### config.mk
export PLATFORM = sky130hd
export DESIGN_NAME = ppu_scroll_address_registers
export DESIGN_NICKNAME = d
export VERILOG_FILES = /design/src/ppuscr_pkg.sv /design/src/ppu_scroll_address_registers.sv
export SDC_FILE = /design/constraint.sdc
export NUM_CORES = 1
export LEC_CHECK = 0
export ABC_AREA = 1
export BUFFER_PORTS_ARGS = -buffer_cell sky130_fd_sc_hd__clkbuf_2
export CORE_UTILIZATION = 40
export CTS_BUF_LIST = sky130_fd_sc_hd__clkbuf_16
export DETAILED_ROUTE_END_ITERATION = 10
export GPL_TIMING_DRIVEN = 0
export PLACE_DENSITY = 0.62
export SYNTH_ARGS = -nofsm -noshare
export SYNTH_HDL_FRONTEND = slang
export SYNTH_SLANG_ARGS = --single-unit
### constraint.sdc
create_clock -name clk -period 4.2 [get_ports clk]
set_input_delay 0 -clock clk [delete_from_list [all_inputs] [get_ports clk]]
set_output_delay 0 -clock clk [all_outputs]
set_load 0.02 [all_outputs]
### src/ppuscr_pkg.sv
// Types and action codes shared by the scroll and address register block.
package ppuscr_pkg;

	typedef enum logic [3:0] {
		ACT_CTRL_WRITE   = 4'd0,
		ACT_SCROLL_WRITE = 4'd1,
		ACT_ADDR_WRITE   = 4'd2,
		ACT_DATA_ACCESS  = 4'd3,
		ACT_STATUS_READ  = 4'd4,
		ACT_COARSE_X     = 4'd5,
		ACT_INC_Y        = 4'd6,
		ACT_COPY_HORIZ   = 4'd7,
		ACT_COPY_VERT    = 4'd8
	} action_t;

	typedef struct packed {
		logic [3:0] action;
		logic [7:0] value;
		logic       rendering_active;
	} item_t;

	typedef struct packed {
		logic [15:0] current_address;
		logic [14:0] temp_address;
		logic [2:0]  fine_x_scroll;
		logic        toggle;
		logic [15:0] access_address;
	} result_t;

	localparam logic [4:0] COARSE_MAX = 5'd31;
	localparam logic [4:0] ROW_LAST   = 5'd29;
	localparam logic [4:0] ROW_MAX    = 5'd31;

	function automatic logic [15:0] bump_coarse_x(input logic [15:0] a);
		logic [15:0] r;
		if (a[4:0] == COARSE_MAX) begin
			r = {a[15:11], ~a[10], a[9:5], 5'd0};
		end else begin
			r = a + 16'd1;
		end
		return r;
	endfunction

	function automatic logic [15:0] bump_y(input logic [15:0] a);
		logic [15:0] r;
		logic [4:0]  row;
		logic        nt;
		row = a[9:5];
		nt  = a[11];
		if (a[14:12] != 3'b111) begin
			r = a + 16'h1000;
		end else begin
			if (row == ROW_LAST) begin
				row = 5'd0;
				nt  = ~nt;
			end else if (row == ROW_MAX) begin
				row = 5'd0;
			end else begin
				row = row + 5'd1;
			end
			r = {a[15], 3'b000, nt, a[10], row, a[4:0]};
		end
		return r;
	endfunction

endpackage

### src/ppu_scroll_address_registers.sv
// Scroll and VRAM address registers: v, t, fine X, write toggle and data-port pointer.
//
//  channel  | dir | handshake                  | payload
//  ---------+-----+----------------------------+----------------------
//  item     | in  | item_valid / item_stall    | item_t   (action, value, rendering_active)
//  result   | out | result_valid / result_stall| result_t (v, t, fine X, toggle, pointer)
//
// One item per cycle while the result is not stalled: an input register feeds a
// single pass of logic that updates the address state and loads the result register.
// An accepted item is held in the input register, then in the result register.
// Reset clears all address state to zero and empties both registers.
// A stalled result holds; the input register still takes an item while it is
// empty or while the result register is empty or draining.
module ppu_scroll_address_registers
	import ppuscr_pkg::*;
(
	input  logic    clk,
	input  logic    arst_n,
	input  logic    item_valid,
	output logic    item_stall,
	input  item_t   item,
	output logic    result_valid,
	input  logic    result_stall,
	output result_t result
);

	logic        valid_s1;
	item_t       item_s1;
	logic        valid_s2;
	result_t     result_s2;

	logic [15:0] cur_addr_q;
	logic [14:0] tmp_addr_q;
	logic [2:0]  fine_x_q;
	logic        write_latch_q;
	logic [15:0] port_pointer_q;
	logic        step_by_32_q;

	logic [15:0] cur_addr_d;
	logic [14:0] tmp_addr_d;
	logic [2:0]  fine_x_d;
	logic        write_latch_d;
	logic [15:0] port_pointer_d;
	logic        step_by_32_d;
	logic [15:0] seen;
	logic [15:0] step;
	logic        advance;
	logic        fire_s1;
	logic        take;

	assign advance    = !valid_s2 || !result_stall;
	assign fire_s1    = valid_s1 && advance;
	assign item_stall = valid_s1 && !advance;
	assign take       = item_valid && !item_stall;
	assign step       = step_by_32_q ? 16'd32 : 16'd1;

	always_comb begin
		cur_addr_d     = cur_addr_q;
		tmp_addr_d     = tmp_addr_q;
		fine_x_d       = fine_x_q;
		write_latch_d  = write_latch_q;
		port_pointer_d = port_pointer_q;
		step_by_32_d   = step_by_32_q;
		seen           = port_pointer_q;
		unique case (item_s1.action)
			ACT_CTRL_WRITE: begin
				step_by_32_d      = item_s1.value[2];
				tmp_addr_d[11:10] = item_s1.value[1:0];
			end
			ACT_SCROLL_WRITE: begin
				if (!write_latch_q) begin
					tmp_addr_d[4:0] = item_s1.value[7:3];
					fine_x_d        = item_s1.value[2:0];
					write_latch_d   = 1'b1;
				end else begin
					tmp_addr_d[9:5]   = item_s1.value[7:3];
					tmp_addr_d[14:12] = item_s1.value[2:0];
					write_latch_d     = 1'b0;
				end
			end
			ACT_ADDR_WRITE: begin
				if (!write_latch_q) begin
					port_pointer_d    = {item_s1.value, 8'd0};
					tmp_addr_d[14]    = 1'b0;
					tmp_addr_d[13:8]  = item_s1.value[5:0];
					write_latch_d     = 1'b1;
				end else begin
					port_pointer_d    = {port_pointer_q[15:8], port_pointer_q[7:0] | item_s1.value};
					tmp_addr_d[7:0]   = item_s1.value;
					cur_addr_d        = {1'b0, tmp_addr_q[14:8], item_s1.value};
					write_latch_d     = 1'b0;
				end
			end
			ACT_DATA_ACCESS: begin
				port_pointer_d = port_pointer_q + step;
				if (item_s1.rendering_active) begin
					cur_addr_d = bump_y(bump_coarse_x(cur_addr_q)) & 16'h7FFF;
				end else begin
					cur_addr_d = cur_addr_q + step;
				end
			end
			ACT_STATUS_READ: begin
				write_latch_d = 1'b0;
			end
			ACT_COARSE_X: begin
				cur_addr_d = bump_coarse_x(cur_addr_q);
			end
			ACT_INC_Y: begin
				cur_addr_d = bump_y(cur_addr_q);
			end
			ACT_COPY_HORIZ: begin
				cur_addr_d[10]  = tmp_addr_q[10];
				cur_addr_d[4:0] = tmp_addr_q[4:0];
			end
			ACT_COPY_VERT: begin
				cur_addr_d[15]    = 1'b0;
				cur_addr_d[14:11] = tmp_addr_q[14:11];
				cur_addr_d[9:5]   = tmp_addr_q[9:5];
			end
			default: begin
			end
		endcase
		if (item_s1.action != ACT_DATA_ACCESS) begin
			seen = port_pointer_d;
		end
	end

	always_ff @(posedge clk or negedge arst_n) begin
		if (!arst_n) begin
			valid_s1 <= 1'b0;
		end else if (advance || !valid_s1) begin
			valid_s1 <= take;
		end
	end

	always_ff @(posedge clk) begin
		if (take) begin
			item_s1 <= item;
		end
	end

	always_ff @(posedge clk or negedge arst_n) begin
		if (!arst_n) begin
			valid_s2       <= 1'b0;
			cur_addr_q     <= '0;
			tmp_addr_q     <= '0;
			fine_x_q       <= '0;
			write_latch_q  <= 1'b0;
			port_pointer_q <= '0;
			step_by_32_q   <= 1'b0;
		end else begin
			if (advance) begin
				valid_s2 <= valid_s1;
			end
			if (fire_s1) begin
				cur_addr_q     <= cur_addr_d;
				tmp_addr_q     <= tmp_addr_d;
				fine_x_q       <= fine_x_d;
				write_latch_q  <= write_latch_d;
				port_pointer_q <= port_pointer_d;
				step_by_32_q   <= step_by_32_d;
			end
		end
	end

	always_ff @(posedge clk) begin
		if (fire_s1) begin
			result_s2 <= '{
				current_address: cur_addr_d,
				temp_address:    tmp_addr_d,
				fine_x_scroll:   fine_x_d,
				toggle:          write_latch_d,
				access_address:  seen
			};
		end
	end

	assign result_valid = valid_s2;
	assign result       = result_s2;

	a_stall_needs_item: assert property (@(posedge clk) disable iff (!arst_n)
		item_stall |-> valid_s1)
		else $error("input stalled with empty input register");

	a_status_clears_toggle: assert property (@(posedge clk) disable iff (!arst_n)
		fire_s1 && item_s1.action == ACT_STATUS_READ |=> !result.toggle && result_valid)
		else $error("status read left toggle set");

	a_vert_copy_bit15: assert property (@(posedge clk) disable iff (!arst_n)
		fire_s1 && item_s1.action == ACT_COPY_VERT |=> !result.current_address[15])
		else $error("vertical copy kept bit 15 of v");

	a_render_access_wrap: assert property (@(posedge clk) disable iff (!arst_n)
		fire_s1 && item_s1.action == ACT_DATA_ACCESS && item_s1.rendering_active
		|=> !result.current_address[15])
		else $error("rendering data access left v above 15 bits");

endmodule
==> summary.txt <==
Floorplanning
  – Initial Utilization: 0.411
  – Top Ports: 70
  – Total core area: 17,400 um^2
  – Site row count: 48
  – Die Area: 18,400 um^2
  – Die H: 136 um
  – Die width: 136 um

Place
  – Hpwl dp: 16,800 um
  – Post-Place Worst Slack: 0.538 ns
  – Routability cong.: 0.972
  – I/O Buffers: 69
  – Post-Place Cells: 1,193

Synth
  – Syn Nets: 933
  – Post-Synth Simple-Gate Area: 0.250
  – FF+latch count, synth: 118
  – Sequential share of the synthesized area: 0.458
  – Post-synthesis compound-gate area fraction: 0.175
  – Synth async-reset ratio: 0.458
  – Primary FF master, synth: edfxtp_1
  – Post-synth EDFFs: 64
  – Number of library cell types mapped by synthesis: 53
  – Adder-Cell Fraction of Synth Area: 0.0315
  – Ys Warns: 0
  – Mux cell area share after synthesis: 0.00280
  – Syn avg cell area: 7.95 um^2
  – Cells after Synth: 898
  – Post-Synth XOR/XNOR Area: 0.00859
  – Mapped Area: 7140 um^2
  – Largest family of logic cells by synthesized area: simple AND/OR/NAND/NOR gates

Run
  – # Max-Cap Violations: 0

Timing
  – Period utilization: 0.900
  – Setup violators final: 0
  – Fin. max-slew vios: 0
  – Final hold vios: 0
  – Final worst setup slack: 0.420 ns
  – Slew @ Worst Pin: 0.867 ns
  – RSZ-0062 raised after global routing: false
  – Clk_skew: 0.0111 ns
  – Fmax: 265 MHz
  – Max-slew headroom: 0.422
  – Period minus WS final: 3.78 ns
  – Hold_ws: 0.244 ns

Drt
  – Highest metal used: met4
  – Length of routed wiring on met1: 10,100 um
  – Vias: 7,011
  – DR pass1 iterations: 6
  – DRC errors left: 0
  – Met2 wire length: 11,000 um
  – Final wirelength: 23,500 um
  – Final ANT Viol Nets: 0
  – DR WL met3: 1480 um
  – DR WL/cell: 18.9 um
  – Via density per instance: 5.64
  – Detailed Route Iter0 Violations: 731

GRT
  – Antenna violations before repair: 0
  – Total global routing overflow: 0
  – First-pass GRT wire length: 36,300 um
  – Total track usage: 0.266
  – Largest net degree at the start of global routing: 55
  – Vias in the first global route: 6,593

Layout
  – Fin cells: 1,242
  – Layout cell share with drive strength beyond 1: 0.144
  – Syn-to-layout area delta: 20.5%
  – Nets: 1,040
  – # diodes: 0

Worst hold path
  – Hold WC Path Type: in -> async

Setup path
  – Endpoint class of the critical path: flop
  – Max FO, Critical Path: 10
  – Critical Path RT: 4.41 ns
  – Crit. Startpoint: cur_addr_q[1]
  – WS Path Type: reg -> reg
  – Largest stage delay on the critical path: 0.48 ns
  – Worst path slowest cell: dfrtp_1
  – CP Cell Sequence: ha_1 > nand3_1 > inv_1 > ha_1 > inv_2 > nand3_1 > nor2_1 > nand3_1 > xor2_1 > ha_1 > ha_1 > clkbuf_1 > inv_1 > nor2_1 > nand3_1 > nand2_1 > nand2_1 > a21boi_0
  – Worst path arrival time: 3.99 ns
  – Startpoint types: flop
  – Worst reg2reg startpoint: cur_addr_q[1]

CTS
  – Post-CTS resize count: 0
  – Later-pin clock latency in the skew report: 0.43 ns
  – CTS sink cnt: 118
  – H-Tree Depth: 4
  – CTS clock-pin slew for the worst setup and hold paths: 0.06 ns
  – CTS tree: yes
  – Root buffer cell: clkbuf_16
  – Deepest clock path buffer count: 2
  – Cts bufs inserted: 17

Pwr
  – Peak VDD IR: 302 uV
  – Leakage power figure: 0.00373 uW
  – Power Density: 625 nW/um^2
  – Overall power: 5380 uW

Outcome
  – Status: finished, final reports clean
cells in the mapped netlist (3+ instances only):
cell | count | share of area
clkbuf_1 | 17 | 0.0089
nand2_2 | 4 | 0.0035
a22oi_1 | 9 | 0.0095
dfrtp_1 | 54 | 0.19
nand2_1 | 191 | 0.10
nor2_2 | 12 | 0.011
a21boi_0 | 6 | 0.0063
o211ai_1 | 7 | 0.0074
inv_1 | 97 | 0.051
ha_1 | 18 | 0.032
a211oi_1 | 4 | 0.0042
a21oi_1 | 51 | 0.036
nand2_4 | 3 | 0.0047
o21ai_0 | 88 | 0.062
nand3_1 | 73 | 0.051
o21ai_1 | 6 | 0.0042
edfxtp_1 | 64 | 0.27
nor2_1 | 84 | 0.044
o221ai_1 | 6 | 0.0074
o2111ai_1 | 3 | 0.0037
nand4_1 | 13 | 0.011
o22ai_1 | 6 | 0.0053
buf_2 | 7 | 0.0049
a31oi_1 | 7 | 0.0061
nor3_1 | 14 | 0.0098
inv_2 | 6 | 0.0032
o311ai_1 | 5 | 0.0061
xor2_1 | 7 | 0.0086
area by class of cell:
type                    instances  area [um^2]
multi-input cells             645         3340
plain buffers                  29          129
flip-flops and latches        118         3270
inverters                     106          400
fillers                      1672         8750
clock inverters                14          210
well taps                     225          282
repair buffers                 88          548
clock buffers                  17          425
final timing paths:
check	end	slack, ns	depth (start not counted)
max in group asynchronous	port_pointer_q[15]	3.39	2
worst min register to register	result_valid	0.46	2
worst min-delay path	cur_addr_q[6]	0.24	2
worst max-delay path	result[40]	0.42	18
worst max register to register	result[40]	0.42	18
min in group clk	item_s1[1]	0.28	2
kinds of logic (layout without fill, tap and decap cells):
group	count (synthesis)	count (layout)
and+or+nand+nor	405	405
AOI/OAI and AO/OA	213	213
buffers and inverters	135	254
DFF	118	118
adders and majority gates	18	18
xor gates and xnor gates	7	7
muxes	2	2
per-layer routing:
metal | vias to the layer above | global-route usage
met5 | - | 0
met4 | 0 | 0.127
met3 | 60 | 0.0441
met2 | 341 | 0.432
met1 | 3306 | 0.343
li1 | 3304 | -
report_power, final:
| group | switching (uW) | leakage [uW] | internal (uW) |
|---|---|---|---|
| clock | 550 | 0.000300 | 1040 |
| sequential | 287 | 0.00129 | 1620 |
| combinational | 1310 | 0.00214 | 568 |
metrics by stage:
stage,utilization,TNS (ns),cell area [um^2]
floorplan,-,0,7140
global placement,0.448,-1.87,7770
detailed placement,0.449,0,7790
CTS,0.496,0,8610
global route,0.496,0,8610
finish,0.496,0,8610
flip-flops by register name, indices dropped and copies added (netlist names):
signal	count
fine_x_q	3
tmp_addr_q	15
result	51
valid_s1	1
cur_addr_q	16
result_valid	1
step_by_32_q	1
port_pointer_q	16
item_s1	13
write_latch_q	1
critical path: cells and delay by family, from the launching register on:
family / cells / cell delay (ns)
buffers and inverters: 4 / 0.70
DFF: 1 / 0.48
AOI/OAI and AO/OA: 1 / 0.30
adders and majority gates: 4 / 0.83
xor gates and xnor gates: 1 / 0.23
and+or+nand+nor: 8 / 1.03
what timing repair did:
action                     4_1_cts  5_1_grt
hold buffers                    18        0
setup endpoints to repair        0        0
buffers inserted                 0        0
hold endpoints to repair        69        0
cell usage in the layout, fill, tap and decap left out, types with 5 or more instances in the layout:
cell type      synthesis  layout
inv_2                  6       6
clkbuf_2               2      70
edfxtp_1              64      64
a21oi_1               51      51
nor3_1                14      14
inv_1                 97      98
o211ai_1               7       7
o311ai_1               5       5
xor2_1                 7       7
bufinv_16              0       5
a22oi_1                9       9
nand3_1               73      73
a21boi_0               6       6
dfrtp_1               54      54
clkbuf_16              0      17
o22ai_1                6       6
ha_1                  18      18
o221ai_1               6       6
dlygate4sd3_1          0      18
nor2_1                84      84
clkbuf_1              17      17
o21ai_1                6       6
nand4_1               13      13
nand2_1              191     191
o21ai_0               88      88
buf_2                  7       8
a31oi_1                7       7
nor2_2                12      12
No activity file was read; power rests on OpenSTA's default activity.
